`config.mk`:
```
export PLATFORM = sky130hd
export DESIGN_NAME = mrru_bit_cell
export DESIGN_NICKNAME = d
export VERILOG_FILES = /design/src/design/mrru_pkg.sv /design/src/design/mrru_bit_cell.sv
export SDC_FILE = /design/constraint.sdc
export NUM_CORES = 1
export LEC_CHECK = 0
export BUFFER_PORTS_ARGS = -buffer_cell sky130_fd_sc_hd__buf_2
export CORE_AREA = 2 2 193 195
export DETAILED_ROUTE_END_ITERATION = 10
export DIE_AREA = 0 0 195 197
export GPL_TIMING_DRIVEN = 0
export PLACE_DENSITY = 0.57
export SETUP_SLACK_MARGIN = 0.5
export SLEW_MARGIN = 20
export SYNTH_ARGS = -nofsm -noshare
export SYNTH_HDL_FRONTEND = slang
export SYNTH_SLANG_ARGS = --single-unit
```
`constraint.sdc`:
```
create_clock -name clk -period 6.6 [get_ports clk]
set_input_delay 0 -clock clk [delete_from_list [all_inputs] [get_ports clk]]
set_output_delay 0 -clock clk [all_outputs]
set_load 0.03 [all_outputs]
```
`src/design/mrru_pkg.sv`:
```
// Package for the mixed-radix rank and unrank unit.
// Holds the item and configuration types, request codes and the radix decode.
// Used by every module of the unit; depends on nothing.
package mrru_pkg;

	localparam int NUM_DIGITS = 8;
	localparam int DIGIT_BITS = 8;
	localparam int RANK_BITS  = 32;
	localparam int RADIX_BITS = DIGIT_BITS + 1;
	localparam int CNT_BITS   = 4;
	localparam int IDX_BITS   = 3;
	localparam int CFG_IDX_BITS = 3;

	localparam logic [1:0] REQ_RANK_NATURAL = 2'd0;
	localparam logic [1:0] REQ_RANK_ORDER   = 2'd1;
	localparam logic [1:0] REQ_UNRANK       = 2'd2;

	localparam logic [CFG_IDX_BITS-1:0] CFG_RADIX_SET    = 3'd0;
	localparam logic [CFG_IDX_BITS-1:0] CFG_DIGIT_COUNT  = 3'd1;
	localparam logic [CFG_IDX_BITS-1:0] CFG_ORDER_LIST   = 3'd2;
	localparam logic [CFG_IDX_BITS-1:0] CFG_ORDER_LENGTH = 3'd3;

	typedef struct packed {
		logic [1:0]            req_type;
		logic [DIGIT_BITS-1:0] in_digit_0;
		logic [DIGIT_BITS-1:0] in_digit_1;
		logic [DIGIT_BITS-1:0] in_digit_2;
		logic [DIGIT_BITS-1:0] in_digit_3;
		logic [DIGIT_BITS-1:0] in_digit_4;
		logic [DIGIT_BITS-1:0] in_digit_5;
		logic [DIGIT_BITS-1:0] in_digit_6;
		logic [DIGIT_BITS-1:0] in_digit_7;
		logic [RANK_BITS-1:0]  rank_in;
	} req_t;

	typedef struct packed {
		logic [RANK_BITS-1:0]  rank_out;
		logic [DIGIT_BITS-1:0] out_digit_0;
		logic [DIGIT_BITS-1:0] out_digit_1;
		logic [DIGIT_BITS-1:0] out_digit_2;
		logic [DIGIT_BITS-1:0] out_digit_3;
		logic [DIGIT_BITS-1:0] out_digit_4;
		logic [DIGIT_BITS-1:0] out_digit_5;
		logic [DIGIT_BITS-1:0] out_digit_6;
		logic [DIGIT_BITS-1:0] out_digit_7;
		logic                  overflow;
	} rsp_t;

	typedef struct packed {
		logic [NUM_DIGITS*DIGIT_BITS-1:0] radix_set;
		logic [CNT_BITS-1:0]              digit_count;
		logic [NUM_DIGITS*IDX_BITS-1:0]   order_list;
		logic [CNT_BITS-1:0]              order_length;
	} cfg_t;

	typedef struct packed {
		logic [1:0]                             req;
		logic [NUM_DIGITS-1:0][DIGIT_BITS-1:0]  dig;
		logic [RANK_BITS-1:0]                   acc;
		logic                                   ovf;
		logic [RANK_BITS-1:0]                   rest;
		logic [NUM_DIGITS-1:0][DIGIT_BITS-1:0]  odig;
	} pipe_t;

	function automatic logic [RADIX_BITS-1:0] radix_of(
		input logic [NUM_DIGITS*DIGIT_BITS-1:0] set,
		input logic [IDX_BITS-1:0] idx
	);
		logic [DIGIT_BITS-1:0] b;
		b = set[idx*DIGIT_BITS +: DIGIT_BITS];
		radix_of = (b == '0) ? RADIX_BITS'(1 << DIGIT_BITS) : {1'b0, b};
	endfunction

endpackage

```
`src/design/mrru_bit_cell.sv`:
```
// One bit step of unranking: shifts one rank bit into the row of mixed-radix digits.
// Uses mrru_pkg types and the radix decode.
module mrru_bit_cell (
	input  logic           clk,
	input  logic           arst_n,
	input  mrru_pkg::cfg_t cfg,
	input  logic           up_valid,
	output logic           up_ready,
	input  mrru_pkg::pipe_t up_data,
	output logic           dn_valid,
	input  logic           dn_ready,
	output mrru_pkg::pipe_t dn_data
);
	logic                            vld_s1;
	mrru_pkg::pipe_t                 data_s1;
	mrru_pkg::pipe_t                 nxt;
	logic                            c;
	logic [mrru_pkg::RADIX_BITS-1:0] v;
	logic [mrru_pkg::RADIX_BITS-1:0] r;

	always_comb begin
		nxt = up_data;
		c = up_data.rest[mrru_pkg::RANK_BITS-1];
		v = '0;
		r = '0;
		if (up_data.req == mrru_pkg::REQ_UNRANK) begin
			nxt.rest = {up_data.rest[mrru_pkg::RANK_BITS-2:0], 1'b0};
			for (int k = mrru_pkg::NUM_DIGITS - 1; k >= 0; k--) begin
				if (mrru_pkg::CNT_BITS'(k) < cfg.digit_count) begin
					r = mrru_pkg::radix_of(cfg.radix_set, mrru_pkg::IDX_BITS'(k));
					v = {up_data.odig[k], c};
					if (v >= r) begin
						v = v - r;
						c = 1'b1;
					end else begin
						c = 1'b0;
					end
					nxt.odig[k] = v[mrru_pkg::DIGIT_BITS-1:0];
				end
			end
			nxt.ovf = up_data.ovf | c;
		end
	end

	assign up_ready = !vld_s1 || dn_ready;
	assign dn_valid = vld_s1;
	assign dn_data = data_s1;

	always_ff @(posedge clk or negedge arst_n) begin
		if (!arst_n) begin
			vld_s1 <= 1'b0;
		end else if (up_ready) begin
			vld_s1 <= up_valid;
		end
	end

	always_ff @(posedge clk) begin
		if (up_ready && up_valid) begin
			data_s1 <= nxt;
		end
	end
endmodule

```
# == After elaboration in Yosys (flattened, before gate mapping) ==
# Cells that the tools add are included.
# word_totals
word_cells,108
in_bits,295
register_bits,196
# op_classes
magnitude_cmp,16
n_eq_ne,1
n_bitwise,1
addsub,8
reduce_logical,11
mux,49
# ops
operator,n
$mux W8,16
$mux W97,1
$ge A9 B9 Y1,8
$mux W9,8
$logic_not A8 Y1,8
$sub A8 B8 Y8,8
$mux W1,24
$lt A3 B4 Y1 const A,4
$lt A1 B4 Y1 const A,2
$lt A2 B4 Y1 const A,2
$eq A2 B2 Y1 const B,1
$logic_and A1 B1 Y1,1
$logic_not A1 Y1,1
$logic_or A1 B1 Y1,1
$or A1 B1 Y1,1

# == Longest topological paths before layout ==
# logic_depth
depth_word,36
mapped_depth,58

# == Least setup slack after synthesis ==
# Ideal clock, no wire load.
# synth_path
path_type,input -> register
start,input port cfg[94] in the netlist's numbering
end,"register data_s1, in the netlist dn_data[6], data pin"
arrival_ns,9.775
slack_ns,-3.443
path_stages,57
path_cell_list,inv_1 ha_1 a21o_1 a2111oi_4 o211ai_2 and2_4 buf_6 nand2_1 and2_1 ha_1 nor2b_1 o21bai_2 nand3b_4 a221oi_4 o31a_1 ha_1 nor2b_1 o21ai_0 [... 21 more ...] mux2_2 ha_1 nor2b_1 o31ai_1 a211oi_1 a21boi_2 buf_2 nor2_1 nor2_1 ha_1 inv_1 fa_1 a211oi_1 o21bai_1 a21oi_1 xnor2_1 mux2i_1 o21ai_0
# synth_lines
item,line,rtl
"start, declared",mrru_bit_cell.sv:6,"input mrru_pkg::cfg_t cfg,"
"end signal, assigned",mrru_bit_cell.sv:59,data_s1 <= nxt;
"end, declared",mrru_bit_cell.sv:15,mrru_pkg::pipe_t data_s1;

==> results.toml <==
[timing]
rsz0062_at_grt = "true"
worst_pin_slew_ns = 0.847
drv_slew = 0
period_needed_ns = 9.21
clock.fmax_mhz = 109
finalSetupTns_ns = -40.67
fin_skew_ns = 0.00732
worst_slack_ns = -2.61
setup_viol = 25
post-route-period-util = 1.39
hold_viol_final = 0
slew-limit-headroom = 0.435

[clocking]
cts_tree = "built"
clock-sinks = 196
clock-root-buffer = "clkbuf_16"
cts_max_path_buffers = 2
htreeDepth = 4
cts.clk_slew.worst_paths_ns = 0.08
insertion_delay_ns = 0.45
cts_buffers = 17

[die]
num_io_pins = 492
dieArea_sq_um = 38400
die_h_um = 197
die_w_um = 195
core_sq_um = 36300
rows = 70
initial_core_util = 0.307

[global_route]
grt_pass1_vias = 11300
grt_pass1_wl_um = 61600
grt_remaining_overflow = 0
antenna_found_initial = 16
grt_max_degree = 60
grtUsageTotal = 0.210

[yosys]
synthCells = 1009
synth_fa_ha_area_frac = 0.0955
seq_area_frac_synth = 0.529
syn_nets = 1384
ys_warn_count = 0
synth_ff_type = "edfxtp_1"
ys_types = 70
synth_edf_count = 195
synth_mux_area_frac = 0.0427
avgSynthCellArea_sq_um = 11.0
syn-cell-area_sq_um = 11100
synth_seq_cells = 196
synthXorXnorAreaFrac = 0.0331
synthSimpleGateAreaFrac = 0.125
synth_top_family_by_area = "compound AO/OA/AOI/OAI gates"
async_flop_share = 0.00510
synth_compound_area_frac = 0.135

[route]
finalWirelength_um = 41700
vias = 11000
via_per_inst = 4.74
wl_per_cell_um = 18.1
first_iter_violations = 453
drtAntennaViolNets = 0
dr.pass1.iters = 5
drc_errors = 0

[placed_design]
gp_congestion = 0.868
placedInstanceArea_sq_um = 14300
place_ws_ns = -4.62
place_hpwl_um = 29900
portBuffers = 462

[final_layout]
final_common_cell = "buf_2"
nFillCells = 3245
post-route-util = 0.509
layout.nets = 2190
stdcell_area_sq_um = 18400
drive_gt1_frac = 0.379
layout_common_cells = "buf_2 (459), dlygate4sd3_1 (222), edfxtp_1 (195)"
syn_to_final_growth_pct = 66.0

[power_and_ir_drop]
sequentialPowerShare = 0.396
ir_worst_vdd_uv = 192
clockPowerShare = 0.300
powerDensity_nw_per_um2 = 203
p_int_mw = 2.58
p_sw_mw = 1.17
p_leak_nw = 8.27
fin_total_pwr_mw = 3.75
swShare = 0.313
comb_power_share = 0.304

[worst_setup_path]
cp-end-kind = "flip-flop"
start_kind = "input pin"
critPathRequiredTime_ns = 6.80
cp_max_fo = 3
critPathArrivalTime_ns = 9.41
cp-startpoint = "cfg[94]"
critPathMaxStageDelay_ns = 0.36
critPathSlowestCell = "fa_2"
path_class = "in -> reg"
reg2reg_from = "dn_valid$_DFFE_PN0N_"

[hold_path]
min_from = "up_data[59]"
hp-class = "in -> reg"

[run_status]
status = "finished, violations left"
failed_checks = "negative setup slack"

[flow_run]
max_cap_violations = 0
## final cells by class
type                       instances  area [sq um]  area share
buffer                            36           193      0.0104
sequential                       196          5880       0.319
multi-input combinational        700          5220       0.283
inverter                          77           295      0.0160
timing repair buffer             787          5620       0.305
clock buffer                      18           429      0.0233
clock inverter                    14           188      0.0102
antenna                           14          35.0     0.00190
tap                              468           586      0.0317
## worst paths after layout
kind | to | slack (ns) | cells past startpoint
setup / recovery | dn_data[6]$_DFFE_PP_ | -2.61 | 58
setup reg to reg | dn_data[99]$_DFFE_PP_ | 4.75 | 3
min in group asynchronous | dn_valid$_DFFE_PN0N_ | 0.41 | 3
hold reg to reg | dn_data[179]$_DFFE_PP_ | 1.12 | 2
max in group asynchronous | dn_valid$_DFFE_PN0N_ | 6.06 | 3
hold / removal | dn_data[60]$_DFFE_PP_ | 0.008 | 3
## state kept, by name, summed over array words and instances (netlist names)
signal	count
dn_data	195
dn_valid	1
## layer usage
layer,wire [um],vias up,global-route usage
met5,42,-,0
met4,1170,6,0.0777
met3,2510,60,0.0546
met2,22200,331,0.395
met1,15800,5237,0.224
li1,-,5317,-
## what timing repair did
action / in CTS / in global routing
hold endpoints to repair: 193 / 0
pin swaps: 55 / 28
gates resized for setup: 90 / 46
endpoints found under the setup margin: 33 / 33
buffers inserted: 80 / 19
hold buffers: 222 / 0
cloned: 1 / 0
## stage by stage
step                      cells  hold slack, ns
after floorplan            1009          -0.296
after global placement     1939          -0.222
after global routing       2307          0.0148
final                      2310         0.00759
after CTS                  2277         0.00168
after detailed placement   1942          -0.213
## worst max-delay path: cells and delay by family
family	cells	cell delay, ns
AO/OA/AOI/OAI	26	4.76
adder cells (fa/ha/maj)	9	2.04
AND/OR/NAND/NOR	13	1.34
buffers and inverters	6	0.58
multiplexers	3	0.58
XOR/XNOR	1	0.10
## kinds of logic after synthesis
logic type      count (synthesis)
compound gates                228
xor+xnor                       42
fa+ha+maj                      80
buf+inv                       113
flops                         196
mux                            46
simple gates                  304
## cells in the mapped netlist, types with 3 or more instances
master,instances,area [sq um]
mux2i_1,41,410
and3_1,6,37.5
a31oi_1,10,62.6
and2_1,8,50.1
a21o_1,19,143
nor2_1,28,105
nor2b_1,8,50.1
inv_1,77,289
a211oi_1,9,67.6
mux2_2,3,33.8
o21ai_0,76,380
o21a_1,9,67.6
fa_1,8,160
o31a_1,4,35.0
nand4_1,5,31.3
o21bai_1,9,67.6
or3_1,7,43.8
clkbuf_1,25,93.8
buf_2,6,30.0
xor2_1,15,131
xnor2_1,27,236
o311ai_0,5,43.8
nand3_1,15,75.1
nor4_1,16,100
nand2_1,174,653
nor3_1,14,70.1
ha_1,72,901
edfxtp_1,195,5860
a21oi_1,44,220
o21ai_1,5,25.0
and4_1,3,26.3
o31ai_1,8,60.1
nand2b_1,13,81.3
## power groups by stage
stage	logic [mW]	registers (mW)	clock network, mW
2_1_floorplan	0.408	1.68	0
3_3_place_gp	0.836	1.53	0
3_5_place_dp	0.852	1.51	0
4_1_cts	1.08	1.49	1.15
5_1_grt	1.23	1.49	1.20
6_report	1.14	1.49	1.13
Power figures use the tool's default switching activity.
