==> src/design/mrru_pkg.sv <==
// Package for the mixed-radix rank and unrank unit.
// Holds the item and configuration types, request codes and the radix decode.
// Used by every module of the unit; depends on nothing.
package mrru_pkg;

	localparam int NUM_DIGITS = 8;
	localparam int DIGIT_BITS = 8;
	localparam int RANK_BITS  = 32;
	localparam int RADIX_BITS = DIGIT_BITS + 1;
	localparam int CNT_BITS   = 4;
	localparam int IDX_BITS   = 3;
	localparam int CFG_IDX_BITS = 3;

	localparam logic [1:0] REQ_RANK_NATURAL = 2'd0;
	localparam logic [1:0] REQ_RANK_ORDER   = 2'd1;
	localparam logic [1:0] REQ_UNRANK       = 2'd2;

	localparam logic [CFG_IDX_BITS-1:0] CFG_RADIX_SET    = 3'd0;
	localparam logic [CFG_IDX_BITS-1:0] CFG_DIGIT_COUNT  = 3'd1;
	localparam logic [CFG_IDX_BITS-1:0] CFG_ORDER_LIST   = 3'd2;
	localparam logic [CFG_IDX_BITS-1:0] CFG_ORDER_LENGTH = 3'd3;

	typedef struct packed {
		logic [1:0]            req_type;
		logic [DIGIT_BITS-1:0] in_digit_0;
		logic [DIGIT_BITS-1:0] in_digit_1;
		logic [DIGIT_BITS-1:0] in_digit_2;
		logic [DIGIT_BITS-1:0] in_digit_3;
		logic [DIGIT_BITS-1:0] in_digit_4;
		logic [DIGIT_BITS-1:0] in_digit_5;
		logic [DIGIT_BITS-1:0] in_digit_6;
		logic [DIGIT_BITS-1:0] in_digit_7;
		logic [RANK_BITS-1:0]  rank_in;
	} req_t;

	typedef struct packed {
		logic [RANK_BITS-1:0]  rank_out;
		logic [DIGIT_BITS-1:0] out_digit_0;
		logic [DIGIT_BITS-1:0] out_digit_1;
		logic [DIGIT_BITS-1:0] out_digit_2;
		logic [DIGIT_BITS-1:0] out_digit_3;
		logic [DIGIT_BITS-1:0] out_digit_4;
		logic [DIGIT_BITS-1:0] out_digit_5;
		logic [DIGIT_BITS-1:0] out_digit_6;
		logic [DIGIT_BITS-1:0] out_digit_7;
		logic                  overflow;
	} rsp_t;

	typedef struct packed {
		logic [NUM_DIGITS*DIGIT_BITS-1:0] radix_set;
		logic [CNT_BITS-1:0]              digit_count;
		logic [NUM_DIGITS*IDX_BITS-1:0]   order_list;
		logic [CNT_BITS-1:0]              order_length;
	} cfg_t;

	typedef struct packed {
		logic [1:0]                             req;
		logic [NUM_DIGITS-1:0][DIGIT_BITS-1:0]  dig;
		logic [RANK_BITS-1:0]                   acc;
		logic                                   ovf;
		logic [RANK_BITS-1:0]                   rest;
		logic [NUM_DIGITS-1:0][DIGIT_BITS-1:0]  odig;
	} pipe_t;

	function automatic logic [RADIX_BITS-1:0] radix_of(
		input logic [NUM_DIGITS*DIGIT_BITS-1:0] set,
		input logic [IDX_BITS-1:0] idx
	);
		logic [DIGIT_BITS-1:0] b;
		b = set[idx*DIGIT_BITS +: DIGIT_BITS];
		radix_of = (b == '0) ? RADIX_BITS'(1 << DIGIT_BITS) : {1'b0, b};
	endfunction

endpackage

==> src/design/mrru_rank_cell.sv <==
// One Horner cell of the rank chain: acc = acc * radix + digit for one position.
// Uses mrru_pkg types and the radix decode.
module mrru_rank_cell #(
	parameter int INDEX = 0
) (
	input  logic           clk,
	input  logic           arst_n,
	input  mrru_pkg::cfg_t cfg,
	input  logic           up_valid,
	output logic           up_ready,
	input  mrru_pkg::pipe_t up_data,
	output logic           dn_valid,
	input  logic           dn_ready,
	output mrru_pkg::pipe_t dn_data
);
	localparam int PROD_BITS = mrru_pkg::RANK_BITS + mrru_pkg::RADIX_BITS;

	logic                             vld_s1;
	mrru_pkg::pipe_t                  data_s1;
	mrru_pkg::pipe_t                  nxt;
	logic                             natural;
	logic [mrru_pkg::CNT_BITS-1:0]    cnt;
	logic [mrru_pkg::IDX_BITS-1:0]    idx;
	logic [mrru_pkg::RADIX_BITS-1:0]  r;
	logic [PROD_BITS-1:0]             prod;

	always_comb begin
		natural = (up_data.req == mrru_pkg::REQ_RANK_NATURAL);
		cnt = natural ? cfg.digit_count : cfg.order_length;
		idx = natural ? mrru_pkg::IDX_BITS'(INDEX)
			: cfg.order_list[INDEX*mrru_pkg::IDX_BITS +: mrru_pkg::IDX_BITS];
		r = mrru_pkg::radix_of(cfg.radix_set, idx);
		prod = PROD_BITS'(up_data.acc) * PROD_BITS'(r) + PROD_BITS'(up_data.dig[idx]);
		nxt = up_data;
		if ((natural || up_data.req == mrru_pkg::REQ_RANK_ORDER)
				&& mrru_pkg::CNT_BITS'(INDEX) < cnt) begin
			nxt.acc = prod[mrru_pkg::RANK_BITS-1:0];
			nxt.ovf = up_data.ovf | (|prod[PROD_BITS-1:mrru_pkg::RANK_BITS]);
		end
	end

	assign up_ready = !vld_s1 || dn_ready;
	assign dn_valid = vld_s1;
	assign dn_data = data_s1;

	always_ff @(posedge clk or negedge arst_n) begin
		if (!arst_n) begin
			vld_s1 <= 1'b0;
		end else if (up_ready) begin
			vld_s1 <= up_valid;
		end
	end

	always_ff @(posedge clk) begin
		if (up_ready && up_valid) begin
			data_s1 <= nxt;
		end
	end
endmodule

==> config.mk <==
export PLATFORM = sky130hd
export DESIGN_NAME = mrru_rank_cell
export DESIGN_NICKNAME = d
export VERILOG_FILES = /design/src/design/mrru_pkg.sv /design/src/design/mrru_rank_cell.sv
export SDC_FILE = /design/constraint.sdc
export NUM_CORES = 1
export LEC_CHECK = 0
export ABC_AREA = 1
export BUFFER_PORTS_ARGS = -buffer_cell sky130_fd_sc_hd__buf_2
export CAP_MARGIN = 15
export CORE_AREA = 3 3 205 187
export DETAILED_ROUTE_END_ITERATION = 10
export DIE_AREA = 0 0 208 190
export PLACE_DENSITY = 0.74
export REMOVE_ABC_BUFFERS = 1
export SLEW_MARGIN = 20
export SYNTH_ARGS = -nofsm -noshare
export SYNTH_HDL_FRONTEND = slang
export SYNTH_SLANG_ARGS = --single-unit
==> constraint.sdc <==
create_clock -name clk -period 32.6 [get_ports clk]
set_clock_uncertainty 0.1 [all_clocks]
set_input_delay 3.26 -clock clk [delete_from_list [all_inputs] [get_ports clk]]
set_output_delay 3.26 -clock clk [all_outputs]
set_load 0.01 [all_outputs]
# After elaboration in Yosys (flattened, before gate mapping)
# Index checks and enable logic that the tools add are counted.
# word_totals
inputBits	295
ff_bits	196
word_cells	42
output_inout_bits	197
# op_classes
addsub	1
bitwise	1
n_mux	6
n_shift	1
n_reduce_logical	8
eq_ne	1
n_mul	1
n_lt_le_gt_ge	2
# ops
operator	n
64-bit by 7-bit variable part select with 8-bit output	1
41-bit by 8-bit adder with 41-bit output	1
32-bit by 9-bit multiplier with 41-bit output	1
33-bit 2-to-1 mux	1
8-bit binary-select mux with 3-bit select	1
9-bit 2-to-1 mux	1
9-bit OR reduction	1
8-bit logical NOT	1
8-bit 2-to-1 mux	1
1-bit by 4-bit < comparator with 1-bit output (first input constant)	1
3-bit by 4-bit < comparator with 1-bit output (second input constant)	1
4-bit 2-to-1 mux	1
3-bit 2-to-1 mux	1
2-bit by 1-bit equality test with 1-bit output (second input constant)	1
1-bit logical AND	2
2-bit logical NOT	1
1-bit logical OR	2
1-bit logical NOT	1
1-bit bitwise OR	1

# Depth between registers and ports, before layout
# Gate-level depths: netlist of run 1.
# logic_depth
word_depth	10
depth_mapped	40
mapped_depth_nobuf	38

# Worst setup path after synthesis of run 1
# Ideal clock, no wire load.
# synth_path
path_kind	input to register
start	input up_valid
end	register data_s1, in the netlist dn_data[0] (enable)
required_ns	31.685
path_slack_ns	19.021
t_arrival_ns	12.665
stages	2
n_path_buf	0
setup_ns	0.815
cell_sequence	inv_1 > a21oi_1
# synth_between
elab_chain_cells	1
# synth_lines
element	line	source
start: declaration	mrru_rank_cell.sv:9	input logic up_valid,
1-bit logical AND	mrru_rank_cell.sv:55	if (up_ready && up_valid) begin
end signal: assignment	mrru_rank_cell.sv:56	data_s1 <= nxt;
end: declaration	mrru_rank_cell.sv:19	mrru_pkg::pipe_t data_s1;
# No other way between the ends.
# A chain may end at the register's enable or synchronous reset.

==> run metrics, run 1 <==
vias in the first global route 15,080; nets 2,918; Via Count 14,850; data required time at the worst endpoint 32,710 ps; crit-path max FO 29; most common cell after layout, fill and taps aside nand2_1; M1 WL 20,990 microns; Post-DP HPWL 48,360 microns; pre-CTS WS 20,870 ps; dominant synthesized flop cell edfxtp_1; core area 0.03617 sq mm; Clock Power Share 8.6%; Power Dens Cells 123.6 mW/mm^2; detailed router's first-iteration violation count 1,227; filler instances 3,232; DR WL/cell 21.03 microns; clk slew on worst S/H paths 80 ps; RSZ-0062 raised after global routing false; Netlist cell types 40; Die ar. 0.03952 sq mm; CP Launch Type input port; Comb power frac 78.1%; 1st-pass router iterations 8; commonest non-fill, non-tap cells in the layout nand2_1 (540), buf_2 (470), inv_1 (286); Synth area leader edfxtp_1; top layer reached by signal wires met5; Worst-Skew Late Latency 450 ps; Area growth syn-to-layout 19.05%; All-Layer GR Usage 29.59%; WL met2 28,860 microns; hold-fix buffers at CTS 0; Ys Warns 0; Starting Density 47.95%; Relative slew margins 22.04%; DR vias/cell 5.305; Hold/Removal Path Class flip-flop to flip-flop; clock sinks 196; post-CTS sizing 0; Clock Path Buffers 2; mapped cell area 0.01734 sq mm; FP Rows 66; fmax 0.08793 GHz; Final Cell Area 0.02064 sq mm; status complete, no violations; design internal power 0.001156 W; min cycle time layout 11,370 ps; CP Capture Type flip-flop; period utilisation layout 34.89%; mean post-synth cell area 9.224 sq um; Slew @ Worst Pin 1162 ps; cts bufs inserted 17; setup tns final 0 ps; DRC 0; final hold vios 0; Post-synth EDFFs 195; antenna violations before repair 9; synthesized instance count 1,880; crit-path max cell delay 560 ps; #FFs+latches synth 196; Sw Share 54.71%; Post-synth ARST share 0.5102%; share of power burned in registers 13.3%; Arr. time, crit path 11,490 ps; first-pass GRT wire length 88,360 microns; Most common cell on crit path nand2_1; fraction of layout cells with a size suffix above 1 24.52%; GR Overflow Total 0; largest net degree at the start of global routing 174; Placement Cell Area 0.02004 sq mm; Final WS setup 21,230 ps; gpl congestion 0.9405; net switching power 0.001396 W; maxcap violations 0; final WL 58,850 microns; kind of critical path input port to flip-flop; setup bufs post-CTS 0; clock root buffer clkbuf_16; Min Hold Slack 552.0 ps; top-area cell type share of the netlist area 33.77%; final design utilization 57.08%; Die Wd 208 microns; slowest stage cell, crit path nand2_2; H-tree depth 4; antenna-violating nets left 0; sequential area share after synthesis 33.91%; CTS tree done; Leak 10.26 nW; Final Setup Violations 0; Max Slew Vio Count 0; met3 wire len 4828 microns; die height 190 microns; top cells by area, synth edfxtp_1 (34%), fa_1 (25%), nand2_1 (12%); Max IR drop VDD 0.08329 mV; num ports 492; port bufs 470
[flip-flops by register name, summed over array words and instances (netlist names)]
name and flops:
dn_data 195, dn_valid 1
[final timing paths]
check                      slack (ps)                 start  depth (start not counted)                     end
min in group asynchronous        2470                arst_n                          1    dn_valid$_DFFE_PN0N_
hold reg to reg                   550  dn_valid$_DFFE_PN0N_                          2    dn_valid$_DFFE_PN0N_
setup / recovery                21230          up_data[193]                         35   dn_data[96]$_DFFE_PP_
hold / removal                    550  dn_valid$_DFFE_PN0N_                          2    dn_valid$_DFFE_PN0N_
setup reg to reg                30160  dn_valid$_DFFE_PN0N_                          2  dn_data[184]$_DFFE_PP_
max in group asynchronous       29850                arst_n                          1    dn_valid$_DFFE_PN0N_
[per-layer routing]
layer	up-vias	GRT usage (%)
met3	129	6.859
li1	6747	-
met5	-	0
met4	10	18.12
met2	686	49.81
met1	7276	34.63
[power by group through the flow]
| stage | registers, W | logic [W] | clock network [W] |
|---|---|---|---|
| global route | 0.000343 | 0.00225 | 0.000234 |
| global placement | 0.000345 | 0.00193 | 0 |
| CTS | 0.000341 | 0.00198 | 0.000223 |
| finish | 0.000340 | 0.00199 | 0.000219 |
| detailed placement | 0.000346 | 0.00196 | 0 |
| floorplan | 0.000368 | 0.00139 | 0 |
[critical path: cells and delay by family]
| family | cells | cell delay (ps) |
|---|---|---|
| AND/OR/NAND/NOR | 20 | 3270 |
| adder cells (fa/ha/maj) | 6 | 2590 |
| buffers and inverters | 8 | 1930 |
| AO/OA/AOI/OAI | 1 | 420 |
[synthesized netlist by cell type (2+ instances only)]
library cell  count
o21ai_0          47
o21ai_2           2
o221ai_1          8
xor2_1           12
nor3_2            2
buf_6             4
inv_2             9
buf_1             6
a21oi_1          40
nor3_1            3
inv_1           288
nand2_1         540
o21bai_1          3
nor4_1            3
nor2_2           21
nand2_2           4
a31oi_1          15
edfxtp_1        195
clkbuf_2         16
ha_1            100
o211ai_1         16
nand3_1          71
buf_2            23
nand3b_1          3
fa_1            215
clkbuf_1         21
xnor2_1          16
nand4_1           2
nor2_1          166
or2_2            19
[metrics by stage]
stage | total power (W) | std cells
2_1_floorplan | 0.001760 | 1810
3_3_place_gp | 0.002280 | 2765
3_5_place_dp | 0.002311 | 2765
4_1_cts | 0.002548 | 2797
5_1_grt | 0.002829 | 2798
6_report | 0.002552 | 2799
[cell type report]
cell class	count	area, sq um	share of cell area (%)
sequential	196	5881	28.48
timing repair buffer	479	2432	11.78
clock inverter	13	167.7	0.8121
multi-input combinational	1317	10020	48.52
antenna	2	5.005	0.02424
clock buffer	19	432.9	2.097
inverter	297	1115	5.400
tap	476	595.6	2.885
[kinds of logic (layout without fill, tap and decap cells)]
logic type	Yosys count	count (layout)	synth area share, %
buffers and inverters	367	808	8.398
adders and majority gates	315	315	32.03
AOI/OAI and AO/OA	137	137	4.690
other	0	2	0
and+or+nand+nor	837	837	19.55
xor gates and xnor gates	28	28	1.414
DFF	196	196	33.91
Power figures use the tool's default switching activity.
==> run 2, diff against run 1 <==
--- a/config.mk
+++ b/config.mk
@@ -5,12 +5,12 @@
 export SDC_FILE = /design/constraint.sdc
 export NUM_CORES = 1
 export LEC_CHECK = 0
-export ABC_AREA = 1
+export ABC_AREA = 0
 export BUFFER_PORTS_ARGS = -buffer_cell sky130_fd_sc_hd__buf_2
 export CAP_MARGIN = 15
-export CORE_AREA = 3 3 205 187
+export CORE_AREA = 3 3 200 183
 export DETAILED_ROUTE_END_ITERATION = 10
-export DIE_AREA = 0 0 208 190
+export DIE_AREA = 0 0 203 186
 export PLACE_DENSITY = 0.74
 export REMOVE_ABC_BUFFERS = 1
 export SLEW_MARGIN = 20
==> constraint.sdc (replaced) <==
create_clock -name clk -period 10.5 [get_ports clk]
set_clock_uncertainty 0.1 [all_clocks]
set_input_delay 1.05 -clock clk [delete_from_list [all_inputs] [get_ports clk]]
set_output_delay 1.05 -clock clk [all_outputs]
set_load 0.01 [all_outputs]
==> run 2 against run 1 <==
  * Register-to-register slack worse by 22000 ps
  * Via count decreased by 11%
  * Non-clock buffer count up 11
  * Worst setup slack worse by 20000 ps
==> run metrics, run 2 <==
status complete, no violations (unchanged); mean post-synth cell area 11.14 sq um (was 9.224 sq um); final WL 53,380 microns (was 58,850 microns); largest net degree at the start of global routing 82 (was 174); H-tree depth 4 (unchanged); vias in the first global route 13,410 (was 15,080); period utilisation layout 87.25%; Reg2Reg Launch Point dn_valid$_DFFE_PN0N_ (unchanged); first-pass GRT wire length 78,680 microns (was 88,360 microns); RSZ-0062 raised after global routing false (unchanged); port bufs 470 (unchanged); Power Dens Cells 321.6 mW/mm^2 (was 123.6 mW/mm^2); antenna-violating nets left 0 (unchanged); cts bufs inserted 17 (unchanged); top cells by area, synth edfxtp_1 (35%), fa_1 (26%), ha_1 (7.6%) (was edfxtp_1 (34%), fa_1 (25%), nand2_1 (12%)); multiplexer share of the synthesized area 1.799% (was 0%); Post-DP HPWL 43,710 microns (was 48,360 microns); setup bufs post-CTS 0 (unchanged); Die ar. 0.03776 sq mm (was 0.03952 sq mm); CTS tree done (unchanged); GR Overflow Total 0 (unchanged); data required time at the worst endpoint 10,580 ps (was 32,710 ps); setup tns final 0 ps (unchanged); maxcap violations 0 (unchanged); fmax 0.1092 GHz; dominant synthesized flop cell edfxtp_1 (unchanged); sequential area share after synthesis 35.52% (was 33.91%); nets 2,518 (was 2,918); DR WL/cell 22.26 microns (was 21.03 microns); Netlist cell types 59 (was 40); Area growth syn-to-layout 20.69% (was 19.05%); 1st-pass router iterations 6 (was 8); num ports 492 (unchanged); kind of critical path input port to flip-flop (unchanged); Overall Power 0.006426 W (was 0.002552 W); Via Count 13,200 (was 14,850); Starting Density 47.68% (was 47.95%); most common cell after layout, fill and taps aside buf_2 (was nand2_1); adder-cell share of the synthesized area 33.55% (was 32.03%); post-CTS sizing 0 (unchanged); DR vias/cell 5.503 (was 5.305); core area 0.03473 sq mm (was 0.03617 sq mm); die height 186 microns (was 190 microns); Post-synth EDFFs 195 (unchanged); FP Rows 65 (was 66); Ys Warns 0 (unchanged); CP Launch Type input port (unchanged); antenna violations before repair 10 (was 9); commonest non-fill, non-tap cells in the layout buf_2 (470), nand2_1 (236), fa_1 (215) (was nand2_1 (540), buf_2 (470), inv_1 (286)); Post-Synth XOR/XNOR Area 1.799% (was 1.414%); detailed router's first-iteration violation count 1,248 (was 1,227); clock sinks 196 (unchanged); Post-synth ARST share 0.5102% (unchanged); Final Setup Violations 0 (unchanged); final hold vios 0 (unchanged); compound-cell area share of the yosys netlist 8.381% (was 4.690%); max reg flops 195 (unchanged); #FFs+latches synth 196 (unchanged); crit-path max FO 33 (was 29); top-area cell type share of the netlist area 35.37% (was 33.77%); crit-path max cell delay 900 ps (was 560 ps); min cycle time layout 9161 ps; largest family of logic cells by synthesized area adder cells (unchanged); Die Wd 203 microns (was 208 microns); CP Capture Type flip-flop (unchanged); Max IR drop VDD 0.3204 mV (was 0.08329 mV); Slew @ Worst Pin 1139 ps (was 1162 ps); pre-CTS WS 1007 ps (was 20,870 ps); Hold/Removal Path Class input port to async pin (was flip-flop to flip-flop); slowest stage cell, crit path o21ai_2 (was nand2_2); top-count cell post-synth nand2_1 (unchanged); mapped cell area 0.01656 sq mm (was 0.01734 sq mm); flop2flop setup slack 7810 ps (was 30,160 ps); Worst Path Buf+Inv 2 (was 8); clock root buffer clkbuf_16 (unchanged); All-Layer GR Usage 28.10% (was 29.59%); gpl congestion 0.9462 (was 0.9405); Simple-Gate Fraction of Synth Area 13.39% (was 19.55%); DRC 0 (unchanged); clk slew on worst S/H paths 80 ps (about the same); CP top delay family compound AO/OA/AOI/OAI gates (was simple AND/OR/NAND/NOR gates); Arr. time, crit path 9240 ps (was 11,490 ps); Synth area leader edfxtp_1 (unchanged); hold-fix buffers at CTS 0 (unchanged); Leak 9.165 nW (was 10.26 nW); Max Slew Vio Count 0 (unchanged); Worst-Skew Late Latency 440 ps (was 450 ps); list of most frequent post-synthesis cells nand2_1 (236), fa_1 (215), edfxtp_1 (195), inv_1 (152), ha_1 (100) (was nand2_1 (540), inv_1 (288), fa_1 (215), edfxtp_1 (195), nor2_1 (166)); fraction of layout cells with a size suffix above 1 28.53% (was 24.52%); Most common cell on crit path fa_1 (was nand2_1); crit path launch up_data[193] (unchanged); synthesized instance count 1,486 (was 1,880); Final WS setup 1339 ps (was 21,230 ps); CP cell instances buf_2 -> o21ai_2 -> mux2i_1 -> mux4_2 -> nand2_1 -> nor4_4 -> nand2_1 -> fa_1 -> fa_1 -> inv_1 -> fa_1 -> fa_1 -> ha_1 -> ha_1 -> o211ai_1 -> nor2_1 -> a21boi_0 -> o211a_1 -> o41a_2 -> o31ai_4 -> a21oi_1 -> xnor2_1 -> o41ai_1 -> nand3_1; Clock Path Buffers 2 (unchanged); Relative slew margins 24.06% (was 22.04%)
==> run 2: cell count changes in the layout (fill, tap and decap cells not counted), sizes merged, moves of 11 or more <==
cell and delta:
nand2 -308, and2 +62, o21ai +14, or2 -18
nor2b +56, a21o +22, inv -143, buf +11
nor2 -133, nand3 -48, nand2b +15
==> run 2: cell families (layout without fill, tap and decap cells) <==
family	count (synthesis)	after routing
other	0	8
DFF	196	196
adders and majority gates	315	315
xor gates and xnor gates	34	34
and+or+nand+nor	472	472
AOI/OAI and AO/OA	213	213
muxes	17	17
buffers and inverters	239	674
==> run 2: layout make-up <==
class	instances	area, sq um
Antenna cell	8	20.02
Clock buffer	18	429.2
Clock inverter	14	188.9
Fill cell	2958	14740
Inverter	152	570.5
Multi-Input combinational cell	1051	9804
Sequential cell	196	5881
Tap cell	469	586.8
Timing Repair Buffer	490	2502
==> run 2: final timing paths <==
| path | endpoint | depth (start not counted) |
|---|---|---|
| min in group clk | dn_valid$_DFFE_PN0N_ | 2 |
| worst max register to register | dn_data[121]$_DFFE_PP_ | 3 |
| worst max-delay path | dn_data[96]$_DFFE_PP_ | 24 |
| max in group asynchronous | dn_valid$_DFFE_PN0N_ | 1 |
| worst min-delay path | dn_valid$_DFFE_PN0N_ | 1 |
| worst min register to register | dn_valid$_DFFE_PN0N_ | 2 |
==> run 2: power by group <==
part           switching (W)  leakage (nW)  total (W)  internal, W
Combinational        0.00283          7.00    0.00468      0.00184
Clock               0.000328         0.297   0.000693     0.000364
Sequential         0.0000242          1.87    0.00106      0.00103
==> run 2: through the flow <==
step / hold WS [ps] / area [sq um] / instances / util, %
6_report: 268.7 / 19980 / 2398 / 57.54
5_1_grt: 243.8 / 19980 / 2397 / 57.54
4_1_cts: 242.1 / 19960 / 2390 / 57.49
3_5_place_dp: 635.1 / 19340 / 2358 / 55.71
3_3_place_gp: 625.4 / 19340 / 2358 / 55.71
2_1_floorplan: 522.1 / 16210 / 1399 / -
==> run 2: metal layers <==
layer	global-route usage (%)	wire length, microns
met1	33.54	19320
met2	48.11	26770
met3	4.774	3799
met4	17.07	3494
met5	0	0
